$ cat config.mk
export PLATFORM = sky130hd
export DESIGN_NAME = s_curve_move_planner_core
export DESIGN_NICKNAME = d
export VERILOG_FILES = /design/src/rtl/scmp_pkg.sv /design/src/rtl/scmp_front.sv /design/src/rtl/scmp_queue.sv /design/src/rtl/scmp_back.sv /design/src/rtl/s_curve_move_planner_core.sv
export SDC_FILE = /design/constraint.sdc
export NUM_CORES = 2
export LEC_CHECK = 0
export BUFFER_PORTS_ARGS = -buffer_cell sky130_fd_sc_hd__buf_2
export CAP_MARGIN = 0
export CORE_ASPECT_RATIO = 0.8
export CORE_MARGIN = 3
export CORE_UTILIZATION = 23
export DETAILED_ROUTE_END_ITERATION = 8
export PLACE_DENSITY = 0.44
export RECOVER_POWER = 50
export SYNTH_ARGS = -nofsm -noshare
export SYNTH_HDL_FRONTEND = slang
export SYNTH_SLANG_ARGS = --single-unit
export TNS_END_PERCENT = 10
$ cat constraint.sdc
create_clock -name clk -period 8 [get_ports clk]
set_input_delay 1.6 -clock clk [delete_from_list [all_inputs] [get_ports clk]]
set_output_delay 1.6 -clock clk [all_outputs]
set_load 0.01 [all_outputs]
$ cat src/rtl/scmp_pkg.sv
// shared types, sizes and codes of the s-curve move planner
`default_nettype none
package scmp_pkg;

  localparam int SEGMENTS  = 15;
  localparam int DEPTH     = 2 * SEGMENTS + 1;
  localparam int IDX_W     = 5;
  localparam int STEP_W    = 16;
  localparam int TOT_W     = 24;
  localparam int PEAK_W    = 4;
  localparam int MASK_W    = 4;
  localparam int SEL_W     = 2;
  localparam int I_W       = $clog2(SEGMENTS + 1);
  localparam int SUM_W     = STEP_W + $clog2(SEGMENTS + 1);
  localparam int MEM_DEPTH = 3 * (1 << IDX_W);
  localparam int ADDR_W    = $clog2(MEM_DEPTH);
  localparam int Q_DEPTH   = 2;
  localparam int QP_W      = $clog2(Q_DEPTH);

  localparam logic ACT_LOAD = 1'b0;
  localparam logic ACT_PLAN = 1'b1;

  localparam logic [SEL_W-1:0] TABLE_FULL       = 2'd0;
  localparam logic [SEL_W-1:0] TABLE_TWO_THIRDS = 2'd1;
  localparam logic [SEL_W-1:0] TABLE_ONE_THIRD  = 2'd2;
  localparam logic [SEL_W-1:0] TABLE_NONE       = 2'd3;

  localparam logic [1:0] STAT_OK      = 2'd0;
  localparam logic [1:0] STAT_ZERO    = 2'd1;
  localparam logic [1:0] STAT_NOMOTOR = 2'd2;

  localparam logic [1:0] PROF_TRUNC = 2'd3;

  typedef enum logic [1:0] {
    KIND_LOAD,
    KIND_PLAN,
    KIND_REPORT
  } kind_t;

  typedef enum logic [2:0] {
    S_IDLE,
    S_SUM,
    S_DRAIN,
    S_CHECK,
    S_WALK,
    S_TAIL,
    S_FIN
  } state_t;

  typedef struct packed {
    kind_t             kind;
    logic [SEL_W-1:0]  tsel;
    logic [IDX_W-1:0]  idx;
    logic [STEP_W-1:0] steps;
    logic [1:0]        motor;
    logic [1:0]        status;
    logic [TOT_W-1:0]  total;
  } cmd_t;

  typedef struct packed {
    logic valid;
    cmd_t cmd;
  } q_head_t;

endpackage
`default_nettype wire

$ cat src/rtl/scmp_front.sv
// request intake: decodes motor and status, sorts loads and plans, drops bad loads
`default_nettype none
module scmp_front (
  input  wire logic                       in_valid,
  output logic                            in_stall,
  input  wire logic                       in_action,
  input  wire logic [1:0]                 in_table_select,
  input  wire logic [4:0]                 in_entry_index,
  input  wire logic [15:0]                in_entry_steps,
  input  wire logic [3:0]                 in_motor_mask,
  input  wire logic [23:0]                in_total_steps,
  input  wire logic                       q_full,
  output logic                            push,
  output scmp_pkg::cmd_t                  push_cmd
);
  import scmp_pkg::*;

  logic load_ok;
  logic [1:0] motor;
  logic [1:0] status;

  always_comb begin
    priority if (in_motor_mask[3]) begin
      motor = 2'd3;
    end else if (in_motor_mask[2]) begin
      motor = 2'd2;
    end else if (in_motor_mask[1]) begin
      motor = 2'd1;
    end else begin
      motor = 2'd0;
    end
  end

  always_comb begin
    priority if (in_motor_mask == '0) begin
      status = STAT_NOMOTOR;
    end else if (in_total_steps == '0) begin
      status = STAT_ZERO;
    end else begin
      status = STAT_OK;
    end
  end

  assign load_ok = (in_table_select != TABLE_NONE) && (in_entry_index <= IDX_W'(DEPTH - 1));

  always_comb begin
    push_cmd.tsel   = in_table_select;
    push_cmd.idx    = in_entry_index;
    push_cmd.steps  = in_entry_steps;
    push_cmd.motor  = motor;
    push_cmd.status = status;
    push_cmd.total  = in_total_steps;
    if (in_action == ACT_LOAD) begin
      push_cmd.kind = KIND_LOAD;
    end else if (status == STAT_OK) begin
      push_cmd.kind = KIND_PLAN;
    end else begin
      push_cmd.kind = KIND_REPORT;
    end
  end

  assign in_stall = q_full;
  assign push     = in_valid && !q_full && ((in_action == ACT_PLAN) || load_ok);

endmodule
`default_nettype wire

$ cat src/rtl/scmp_queue.sv
// two-entry command queue between intake and sequencer
`default_nettype none
module scmp_queue (
  input  wire logic           clk,
  input  wire logic           rst_n,
  input  wire logic           push,
  input  wire scmp_pkg::cmd_t push_cmd,
  output logic                full,
  input  wire logic           pop,
  output scmp_pkg::q_head_t   head
);
  import scmp_pkg::*;

  cmd_t            q_r [Q_DEPTH];
  logic [QP_W-1:0] wr_ptr_r;
  logic [QP_W-1:0] rd_ptr_r;
  logic [QP_W:0]   cnt_r;
  logic [QP_W:0]   cnt_nxt;
  logic            do_pop;

  assign full     = (cnt_r == (QP_W+1)'(Q_DEPTH));
  assign do_pop   = pop && (cnt_r != '0);
  assign head.valid = (cnt_r != '0);
  assign head.cmd   = q_r[rd_ptr_r];

  always_comb begin
    cnt_nxt = cnt_r;
    unique case ({push, do_pop})
      2'b10:   cnt_nxt = cnt_r + (QP_W+1)'(1);
      2'b01:   cnt_nxt = cnt_r - (QP_W+1)'(1);
      default: cnt_nxt = cnt_r;
    endcase
  end

  always_ff @(posedge clk) begin
    if (!rst_n) begin
      wr_ptr_r <= '0;
      rd_ptr_r <= '0;
      cnt_r    <= '0;
    end else begin
      cnt_r <= cnt_nxt;
      if (push) begin
        wr_ptr_r <= wr_ptr_r + QP_W'(1);
      end
      if (do_pop) begin
        rd_ptr_r <= rd_ptr_r + QP_W'(1);
      end
    end
  end

  always_ff @(posedge clk) begin
    if (push) begin
      q_r[wr_ptr_r] <= push_cmd;
    end
  end

endmodule
`default_nettype wire

$ cat src/rtl/scmp_back.sv
// step tables and plan sequencer with result register
`default_nettype none
module scmp_back (
  input  wire logic              clk,
  input  wire logic              rst_n,
  input  wire scmp_pkg::q_head_t head,
  output logic                   pop,
  output logic                   out_valid,
  input  wire logic              out_stall,
  output logic [1:0]             out_motor_number,
  output logic [1:0]             out_status,
  output logic [1:0]             out_profile,
  output logic [23:0]            out_accel_steps,
  output logic [23:0]            out_decel_steps,
  output logic [23:0]            out_cruise_steps,
  output logic [3:0]             out_peak_index,
  output logic [23:0]            out_peak_segment_steps
);
  import scmp_pkg::*;

  logic [STEP_W-1:0] mem [MEM_DEPTH];

  state_t            state_r;
  state_t            state_nxt;
  cmd_t              cmd_r;
  logic [SEL_W-1:0]  p_r;
  logic [IDX_W-1:0]  cnt_r;
  logic [SUM_W-1:0]  a_r;
  logic [SUM_W-1:0]  d_r;
  logic [TOT_W-1:0]  count_r;
  logic [I_W-1:0]    i_r;
  logic              tr_r;
  logic [STEP_W-1:0] rd_data_r;
  logic              rd_acc_r;
  logic              rd_hi_r;
  logic              out_valid_r;

  logic              wr_en;
  logic              rd_en;
  logic              rd_acc;
  logic [ADDR_W-1:0] rd_addr;
  logic              out_load;
  logic [TOT_W-1:0]  half;
  logic [TOT_W-1:0]  sum_ad;
  logic              fit;
  logic [TOT_W:0]    walk_sum;
  logic              walk_go;
  logic [TOT_W-1:0]  peak_steps;

  assign half     = cmd_r.total >> 1;
  assign sum_ad   = TOT_W'(a_r) + TOT_W'(d_r);
  assign fit      = cmd_r.total > sum_ad;
  assign walk_sum = {1'b0, count_r} + (TOT_W+1)'(rd_data_r);
  assign walk_go  = (i_r != I_W'(SEGMENTS)) && (walk_sum < {1'b0, half});
  assign peak_steps = half - count_r;

  // next state
  always_comb begin
    state_nxt = state_r;
    unique case (state_r)
      S_IDLE: begin
        if (head.valid && head.cmd.kind == KIND_PLAN) begin
          state_nxt = S_SUM;
        end else if (head.valid && head.cmd.kind == KIND_REPORT) begin
          state_nxt = S_FIN;
        end
      end
      S_SUM: begin
        if (cnt_r == IDX_W'(DEPTH - 1)) begin
          state_nxt = S_DRAIN;
        end
      end
      S_DRAIN: begin
        state_nxt = tr_r ? S_FIN : S_CHECK;
      end
      S_CHECK: begin
        priority if (fit) begin
          state_nxt = S_FIN;
        end else if (p_r != TABLE_ONE_THIRD) begin
          state_nxt = S_SUM;
        end else begin
          state_nxt = S_WALK;
        end
      end
      S_WALK: begin
        if (!walk_go) begin
          state_nxt = (i_r == '0) ? S_FIN : S_TAIL;
        end
      end
      S_TAIL: begin
        if (cnt_r == IDX_W'(DEPTH - 1)) begin
          state_nxt = S_DRAIN;
        end
      end
      S_FIN: begin
        if (out_load) begin
          state_nxt = S_IDLE;
        end
      end
      default: state_nxt = S_IDLE;
    endcase
  end

  // control outputs
  always_comb begin
    pop      = 1'b0;
    wr_en    = 1'b0;
    rd_en    = 1'b0;
    rd_acc   = 1'b0;
    rd_addr  = '0;
    out_load = 1'b0;
    unique case (state_r)
      S_IDLE: begin
        pop   = head.valid;
        wr_en = head.valid && (head.cmd.kind == KIND_LOAD);
      end
      S_SUM: begin
        rd_en   = 1'b1;
        rd_addr = ADDR_W'({p_r, cnt_r});
        rd_acc  = (cnt_r != IDX_W'(SEGMENTS));
      end
      S_CHECK: begin
        rd_en   = 1'b1;
        rd_addr = ADDR_W'({TABLE_ONE_THIRD, IDX_W'(0)});
      end
      S_WALK: begin
        rd_en   = 1'b1;
        rd_addr = ADDR_W'({TABLE_ONE_THIRD, IDX_W'(i_r) + IDX_W'(1)});
      end
      S_TAIL: begin
        rd_en   = 1'b1;
        rd_addr = ADDR_W'({TABLE_ONE_THIRD, cnt_r});
        rd_acc  = 1'b1;
      end
      S_DRAIN: begin
        rd_en = 1'b0;
      end
      S_FIN: begin
        out_load = !out_valid_r || !out_stall;
      end
      default: begin
        rd_en = 1'b0;
      end
    endcase
  end

  always_ff @(posedge clk) begin
    if (wr_en) begin
      mem[ADDR_W'({head.cmd.tsel, head.cmd.idx})] <= head.cmd.steps;
    end
    if (rd_en) begin
      rd_data_r <= mem[rd_addr];
    end
  end

  always_ff @(posedge clk) begin
    if (!rst_n) begin
      state_r     <= S_IDLE;
      rd_acc_r    <= 1'b0;
      out_valid_r <= 1'b0;
    end else begin
      state_r  <= state_nxt;
      rd_acc_r <= rd_acc;
      if (out_load) begin
        out_valid_r <= 1'b1;
      end else if (!out_stall) begin
        out_valid_r <= 1'b0;
      end
    end
  end

  always_ff @(posedge clk) begin
    rd_hi_r <= (cnt_r > IDX_W'(SEGMENTS));
    if (rd_acc_r) begin
      if (rd_hi_r) begin
        d_r <= d_r + SUM_W'(rd_data_r);
      end else begin
        a_r <= a_r + SUM_W'(rd_data_r);
      end
    end
    unique case (state_r)
      S_IDLE: begin
        if (head.valid) begin
          cmd_r <= head.cmd;
          p_r   <= TABLE_FULL;
          cnt_r <= '0;
          a_r   <= '0;
          d_r   <= '0;
          tr_r  <= 1'b0;
        end
      end
      S_SUM, S_TAIL: begin
        cnt_r <= cnt_r + IDX_W'(1);
      end
      S_CHECK: begin
        if (!fit) begin
          if (p_r != TABLE_ONE_THIRD) begin
            p_r   <= p_r + SEL_W'(1);
            cnt_r <= '0;
            a_r   <= '0;
            d_r   <= '0;
          end else begin
            i_r     <= '0;
            count_r <= '0;
            tr_r    <= 1'b1;
          end
        end
      end
      S_WALK: begin
        if (walk_go) begin
          count_r <= walk_sum[TOT_W-1:0];
          i_r     <= i_r + I_W'(1);
        end else begin
          cnt_r <= IDX_W'(DEPTH) - IDX_W'(i_r);
          d_r   <= '0;
        end
      end
      S_DRAIN, S_FIN: begin
        cnt_r <= cnt_r;
      end
      default: begin
        cnt_r <= cnt_r;
      end
    endcase
  end

  // result register
  always_ff @(posedge clk) begin
    if (out_load) begin
      out_motor_number <= cmd_r.motor;
      out_status       <= cmd_r.status;
      if (cmd_r.kind == KIND_REPORT) begin
        out_profile            <= '0;
        out_accel_steps        <= '0;
        out_decel_steps        <= '0;
        out_cruise_steps       <= '0;
        out_peak_index         <= '0;
        out_peak_segment_steps <= '0;
      end else if (tr_r) begin
        out_profile            <= PROF_TRUNC;
        out_accel_steps        <= half;
        out_decel_steps        <= peak_steps + TOT_W'(d_r);
        out_cruise_steps       <= '0;
        out_peak_index         <= PEAK_W'(i_r);
        out_peak_segment_steps <= peak_steps;
      end else begin
        out_profile            <= p_r;
        out_accel_steps        <= TOT_W'(a_r);
        out_decel_steps        <= TOT_W'(d_r);
        out_cruise_steps       <= cmd_r.total - sum_ad;
        out_peak_index         <= '0;
        out_peak_segment_steps <= '0;
      end
    end
  end

  assign out_valid = out_valid_r;

endmodule
`default_nettype wire

$ cat src/rtl/s_curve_move_planner_core.sv
// top level of the s-curve move planner: intake, command queue, sequencer
//
//  channel  direction  handshake            payload
//  in_      input      in_valid / in_stall  action, table_select, entry_index,
//                                           entry_steps, motor_mask, total_steps
//  out_     output     out_valid/out_stall  motor_number, status, profile, accel,
//                                           decel, cruise, peak_index, peak_segment
//
//  a load request leaves the queue once the sequencer is idle and writes the table
//  in the same cycle; a plan reads each curve table in a pass of the one table memory
//  port, up to three passes, then the truncated walk and the decel tail sum, and then
//  loads the result register; a zero-length or no-motor plan goes from S_IDLE straight
//  to S_FIN and the result register without reading the tables
//  reset (synchronous, rst_n low) empties the queue and the result register; the
//  tables hold no reset value; intake stalls only when the two-entry queue is full
`default_nettype none
module s_curve_move_planner_core (
  input  wire logic        clk,
  input  wire logic        rst_n,
  input  wire logic        in_valid,
  output logic             in_stall,
  input  wire logic        in_action,
  input  wire logic [1:0]  in_table_select,
  input  wire logic [4:0]  in_entry_index,
  input  wire logic [15:0] in_entry_steps,
  input  wire logic [3:0]  in_motor_mask,
  input  wire logic [23:0] in_total_steps,
  output logic             out_valid,
  input  wire logic        out_stall,
  output logic [1:0]       out_motor_number,
  output logic [1:0]       out_status,
  output logic [1:0]       out_profile,
  output logic [23:0]      out_accel_steps,
  output logic [23:0]      out_decel_steps,
  output logic [23:0]      out_cruise_steps,
  output logic [3:0]       out_peak_index,
  output logic [23:0]      out_peak_segment_steps
);
  import scmp_pkg::*;

  logic    q_full;
  logic    push;
  cmd_t    push_cmd;
  logic    pop;
  q_head_t head;

  scmp_front u_front (
    .in_valid        (in_valid),
    .in_stall        (in_stall),
    .in_action       (in_action),
    .in_table_select (in_table_select),
    .in_entry_index  (in_entry_index),
    .in_entry_steps  (in_entry_steps),
    .in_motor_mask   (in_motor_mask),
    .in_total_steps  (in_total_steps),
    .q_full          (q_full),
    .push            (push),
    .push_cmd        (push_cmd)
  );

  scmp_queue u_queue (
    .clk      (clk),
    .rst_n    (rst_n),
    .push     (push),
    .push_cmd (push_cmd),
    .full     (q_full),
    .pop      (pop),
    .head     (head)
  );

  scmp_back u_back (
    .clk                    (clk),
    .rst_n                  (rst_n),
    .head                   (head),
    .pop                    (pop),
    .out_valid              (out_valid),
    .out_stall              (out_stall),
    .out_motor_number       (out_motor_number),
    .out_status             (out_status),
    .out_profile            (out_profile),
    .out_accel_steps        (out_accel_steps),
    .out_decel_steps        (out_decel_steps),
    .out_cruise_steps       (out_cruise_steps),
    .out_peak_index         (out_peak_index),
    .out_peak_segment_steps (out_peak_segment_steps)
  );

  a_report_zero : assert property (@(posedge clk) disable iff (!rst_n)
    (out_valid && out_status != STAT_OK) |->
      (out_accel_steps == '0 && out_decel_steps == '0 && out_cruise_steps == '0
       && out_peak_index == '0 && out_profile == '0))
    else $error("non-planned result carries step counts");

  a_trunc_fields : assert property (@(posedge clk) disable iff (!rst_n)
    (out_valid && out_profile == PROF_TRUNC) |->
      (out_cruise_steps == '0 && out_decel_steps >= out_peak_segment_steps
       && out_accel_steps >= out_peak_segment_steps))
    else $error("truncated result fields inconsistent");

  a_full_fields : assert property (@(posedge clk) disable iff (!rst_n)
    (out_valid && out_profile != PROF_TRUNC) |->
      (out_peak_index == '0 && out_peak_segment_steps == '0))
    else $error("peak fields set on a non-truncated result");

endmodule
`default_nettype wire
After elaboration in Yosys (flattened, before gate mapping)
Memories as Yosys holds them, arrays and structs flattened. A register that Yosys moved wholly into a read port is not among the register bits.
Index checks and enable logic that the tools add are counted.
Word-level totals
  register bits: 222
  RAM bits: 1642
  bits of input ports: 56
  output and inout port bits: 108
  logic and storage cells: 181
  memories kept: 2
Memories
  u_back.mem: words 96, bits a word 16, rd ports 1, clocked after memory_dff 1, write ports 1, line scmp_back.sv:21  | logic [STEP_W-1:0] mem [MEM_DEPTH];
  u_queue.q_r: words 2, bits a word 53, rd ports 1, clocked after memory_dff 1, write ports 1, line scmp_queue.sv:14  | cmd_t q_r [Q_DEPTH];
Cells by class
  $add $sub $neg: 16
  magnitude comparators: 4
  eq/ne operators: 27
  muxes and demuxes: 69
  bitwise logic cells: 1
  reductions and logical operators: 34
Operator list (number)
  two-way mux 20 bit: 13
  two-way mux 24 bit: 3
  case mux 20 bit (3 select lines): 1
  case mux 24 bit (2 select lines): 1
  adder 20 x 16 -> 20 bit: 2
  case mux 20 bit (2 select lines): 1
  case mux 7 bit (4 select lines): 1
  adder 24 x 16 -> 25 bit: 1
  less-than comparator 25 x 23 -> 1 bit: 1
  adder 24 x 20 -> 24 bit: 1
  greater-than comparator 24 x 21 -> 1 bit: 1
  zero test 24 bit: 1
  two-way mux 3 bit: 8
  subtractor 23 x 24 -> 24 bit: 1
  subtractor 24 x 21 -> 24 bit: 1
  adder 20 x 20 -> 21 bit: 1
  two-way mux 2 bit: 10
  two-way mux 5 bit: 4
  case mux 5 bit (4 select lines): 1
  case mux 3 bit (6 select lines): 1
  two-way mux 1 bit: 17
  AND reduction 4 bit: 4
  two-way mux 4 bit: 3
  != test 2 x 1 -> 1 bit, second input constant: 6
  other kinds (35): 67

Depth between registers and ports, before layout
  depth after elaboration: 6
  mapped depth: 25
  depth with buffers taken out: 23

Cells and area by module
From an unflattened synthesis, not the netlist that was laid out.
Second synthesis, totals
  cell total of the unflattened synthesis: 4713
  area total of the unflattened synthesis: 79665.2 µm²
Modules (own cells, without submodules)
  scmp_back: times used 1, cells an instance 4455, area each 75114.5 µm², sequential area each 52660.5 µm²
  scmp_queue: times used 1, cells an instance 188, area each 4036.4 µm², sequential area each 3283.1 µm²
  scmp_front: times used 1, cells an instance 70, area each 514.2 µm², sequential area each 0.0 µm²

Worst setup path after synthesis
No wires, ideal clock.
  kind: input -> register
  start: in out_stall
  end: reg u_back.out_accel_steps[0], enable pin
  library setup time: 0.603 ns
  arrival: 6.686 ns
  required time: 7.397 ns
  slack: 0.711 ns
  stages on the path: 1
  buffers on the path: 0
  cell sequence: a21oi_1
On the way
  word-level cells in the longest chain between the ends: 3
RTL lines
  start: declaration: line s_curve_move_planner_core.sv:29  | input wire logic out_stall,
  zero test 1 bit: line scmp_back.sv:139  | out_load = !out_valid_r || !out_stall;
  logical OR 1 bit: line scmp_back.sv:139
  two-way mux 1 bit: line scmp_back.sv:112  | unique case (state_r)
  end signal: assignment: line scmp_back.sv:241  | out_accel_steps <= half;
  end signal: assignment: line scmp_back.sv:248  | out_accel_steps <= TOT_W'(a_r);
  end: declaration: line scmp_back.sv:13  | output logic [23:0] out_accel_steps,
No other way between the ends.
A chain may end at the register's enable or synchronous reset.

Worst setup path in the final report
  start: reg u_back.state_r[2]
  end: reg u_back.out_peak_segment_steps[1], enable pin
On the way
  word-level cells in the longest chain between the ends: 2
RTL lines
  start: declaration: line scmp_back.sv:23  | state_t state_r;
  start signal: assignment: line scmp_back.sv:162  | state_r <= state_nxt;
  == test 3 bit: line scmp_back.sv:112
  two-way mux 1 bit: line scmp_back.sv:112
  via u_back.out_load: line scmp_back.sv:42  | logic out_load;
  end signal: assignment: line scmp_back.sv:245  | out_peak_segment_steps <= peak_steps;
  end: declaration: line scmp_back.sv:17  | output logic [23:0] out_peak_segment_steps
The timed path passes the listed nets, and every way through them passes these cells.

==> reports/metrics.cfg <==
[critical_path]
rr_worst_depth = 5
r2r_end = u_back.out_peak_segment_steps[1]$_SDFFCE_PP0P_
cpPeakStageDelay_ns = 2.47
worstPathCellList = clkbuf_1 -> nand3b_1 -> a21oi_4 -> clkbuf_1 -> clkbuf_1
crit_type = reg2reg
worstReg2RegStart = u_back.state_r[2]$_SDFFE_PN0P_
critPathLaunchType = flip-flop
worst_setup_path_end_kind = flip-flop
endpoint = u_back.out_peak_segment_steps[1]$_SDFFCE_PP0P_
path_max_fanout = 64
r2r_slack_ns = 1.65
cp_common_cell = clkbuf_1
required_ns = 8.32
worst_ep_arrival_time_ns = 6.67
startpoint = u_back.state_r[2]$_SDFFE_PN0P_
slowest_stage = clkbuf_1

[global_routing]
grtUsageTotal_pct = 12.7
grt-ovfl-total = 0
grt_pass1_wl_mm = 328
grt_pass1_vias = 43700
antenna_found_initial = 12
grt_max_degree = 97

[clock_tree]
holdBufCountCts = 0
clockBufferDepth = 4
cts_root_buf = clkbuf_16
cts_sinks = 1880
cts_setup_buffers = 0
cts_tree = yes
numCtsBuffers = 194
path_clk_slew_ns = 0.07
worstSkewPairLatency_ns = 0.86
cts_resized = 0
cts_htree_levels = 4

[sta]
fin_skew_ns = 0.0874
holdWs_ns = 0.426
tightest_slew_ns = 3.38
fin_crit_sh_pct = 79.3
setup-tns-final_ns = 0
final_max_slew_viol_count = 1188
layout_min_cycle_time_ns = 6.35
max_freq_mhz = 158
slew_headroom_pct = -126
setup_viol = 0
final-hold-violation-count = 0
rsz0062_at_grt = no

[floorplanning]
initial_utilization_pct = 23.1
dieWidth_um = 662
die_area_um2 = 352000
boundaryPins = 164
core_um2 = 342000
die_y_um = 531
std_cell_rows = 192

[synth]
yosys_warnings = 0
synth_area_per_cell_um2 = 16.8
synth_edf_count = 1829
synthArstFlopShare_pct = 0
synth-seq-cells = 1880
netlist_instances = 4702
ys_seq_area_share_pct = 70.6
mappedNetlistArea_um2 = 79200
syn_nets = 4926
synth_ff_type = edfxtp_1
yosysUniqueCellTypes = 85

[drt]
first_pass_iters = 9
via_per_inst = 4.48
drt-initial-drc-count = 4079
drc = 0
drtAntennaViolNets = 0
drt-total-wl_mm = 230
wl_met2_mm = 101
vias = 43600
met3WireLength_mm = 13.0
top_layer = met4
wl_per_cell_um = 23.6
drt-met1-wl_mm = 112

[finish]
nets = 5256
fin_cells = 9736
syn2layout_area_growth_pct = 15.9
drive_gt1_share_pct = 17.6
postLayoutCellArea_um2 = 91800

[run]
cap_viol_max_count = 22

[placement]
portBuffers = 162
dp_cells = 9395
dp_hpwl_mm = 146
place_area_um2 = 86300
gp_congestion = 0.820

[status]
status = complete, but fails checks
failed_checks = capacitance limit, slew limit

[pwr]
p_leak_nw = 29.7
ir_drop_mv = 0.204
cellPowerDensity_nw_per_um2 = 347

[worst_hold_path]
min_path_type = reg2reg

-- kinds of logic (layout without fill, tap and decap cells) --
| family | count (synthesis) | in the layout | share of synthesized area [%] |
|---|---|---|---|
| AO/OA/AOI/OAI | 607 | 607 | 5.09 |
| buffers and inverters | 321 | 789 | 1.99 |
| multiplexers | 450 | 450 | 11.7 |
| XOR/XNOR | 127 | 127 | 1.42 |
| adder cells (fa/ha/maj) | 168 | 168 | 2.72 |
| flip-flops | 1880 | 1880 | 70.6 |
| other | 1 | 8 | 0.00473 |
| AND/OR/NAND/NOR | 1148 | 1148 | 6.45 |
-- flip-flops by register name, summed over array words and instances, names as in the netlist, 20 cells and up, named ones only --
name and count:
u_back.mem 1536, u_queue.q_r 106, u_back.cmd_r 30, u_back.count_r 24
u_back.out_cruise_steps 24, u_back.out_decel_steps 24, u_back.out_peak_segment_steps 24, u_back.out_accel_steps 23
u_back.a_r 20, u_back.d_r 20
-- per-stage QoR --
| step | setup WS (ns) | utilization, % | total power [mW] |
|---|---|---|---|
| 3_5_place_dp | 2.01 | 25.2 | 23.6 |
| 5_1_grt | 1.03 | 26.8 | 33.5 |
| 6_report | 1.65 | 26.8 | 31.9 |
| 3_3_place_gp | 1.98 | 25.2 | 23.6 |
| 4_1_cts | 2.06 | 26.9 | 32.3 |
| 2_1_floorplan | 0.711 | - | 19.3 |
-- Yosys cell counts, types with 29 or more instances --
| library cell | instances | area [µm²] |
|---|---|---|
| mux2_2 | 45 | 507 |
| and3_1 | 64 | 400 |
| o21ai_0 | 115 | 576 |
| nand2_1 | 447 | 1680 |
| xnor2_1 | 88 | 771 |
| o211ai_1 | 32 | 240 |
| inv_1 | 103 | 387 |
| clkbuf_1 | 90 | 338 |
| mux4_2 | 376 | 8470 |
| dfxtp_1 | 51 | 1020 |
| nor2_1 | 307 | 1150 |
| edfxtp_1 | 1829 | 54900 |
| ha_1 | 161 | 2010 |
| buf_2 | 64 | 320 |
| and2_1 | 50 | 313 |
| nand2b_1 | 31 | 194 |
| xor2_1 | 38 | 333 |
| nand3_1 | 145 | 726 |
| a21oi_1 | 149 | 746 |
| a21o_1 | 66 | 495 |
| mux2i_1 | 29 | 290 |
| a31oi_1 | 40 | 250 |
-- report_power, final --
| group | internal (mW) | switching [mW] |
|---|---|---|
| sequential | 12.1 | 0.521 |
| combinational | 3.65 | 6.98 |
| clock | 4.82 | 3.83 |
-- critical path, delay by kind of cell, from the launching register on --
kind | cells | cell delay [ns]
flops | 1 | 0.30
simple gates | 1 | 0.35
buf+inv | 3 | 4.82
compound gates | 1 | 0.19
-- how the worst min path moves through the flow --
stage	startpoint	to	slack (ns)	depth (start not counted)
floorplan	u_back.cmd_r[26]$_DFFE_PP_	u_back.out_motor_number[0]$_DFFE_PP_	0.40	0
global placement	u_back.cmd_r[26]$_DFFE_PP_	u_back.out_motor_number[0]$_DFFE_PP_	0.40	0
detailed placement	u_back.cmd_r[27]$_DFFE_PP_	u_back.out_motor_number[1]$_DFFE_PP_	0.41	0
CTS	u_back.cmd_r[26]$_DFFE_PP_	u_back.out_motor_number[0]$_DFFE_PP_	0.43	0
global route	u_back.cmd_r[24]$_DFFE_PP_	u_back.out_status[0]$_DFFE_PP_	0.44	0
finish	u_back.cmd_r[26]$_DFFE_PP_	u_back.out_motor_number[0]$_DFFE_PP_	0.43	0
-- layer usage --
layer / vias up / track usage [%]
met4: 0 / 2.21
met5: - / 0
met1: 23000 / 19.5
li1: 19200 / -
met2: 1144 / 19.1
met3: 246 / 1.93
-- cell type report --
cell class                      instances  area (µm²)
Clock buffer                          231        5020
Clock inverter                        103         812
Antenna cell                            7        17.5
Multi-Input combinational cell       2501       21800
Fill cell                           34700      251000
Timing Repair Buffer                  350        2090
Sequential cell                      1880       55900
Inverter                              105         394
Tap cell                             4559        5700
-- cell usage in the layout (no fill, tap or decap), types with 28 or more instances in the layout --
| cell type | synthesis | final |
|---|---|---|
| nand2b_1 | 31 | 31 |
| inv_1 | 103 | 103 |
| a21oi_1 | 149 | 143 |
| buf_2 | 64 | 28 |
| a21o_1 | 66 | 63 |
| ha_1 | 161 | 161 |
| and3_1 | 64 | 64 |
| nor2_1 | 307 | 302 |
| clkbuf_1 | 90 | 177 |
| xor2_1 | 38 | 38 |
| a31oi_1 | 40 | 40 |
| nand2_1 | 447 | 447 |
| clkinv_2 | 0 | 42 |
| mux4_2 | 376 | 376 |
| o211ai_1 | 32 | 32 |
| edfxtp_1 | 1829 | 1829 |
| nand3_1 | 145 | 145 |
| dfxtp_1 | 51 | 51 |
| o21ai_0 | 115 | 116 |
| mux2i_1 | 29 | 28 |
| xnor2_1 | 88 | 88 |
| clkbuf_16 | 0 | 195 |
| clkinv_1 | 2 | 41 |
| buf_4 | 20 | 159 |
| and2_1 | 50 | 34 |
(Power assumes the default switching activity.)
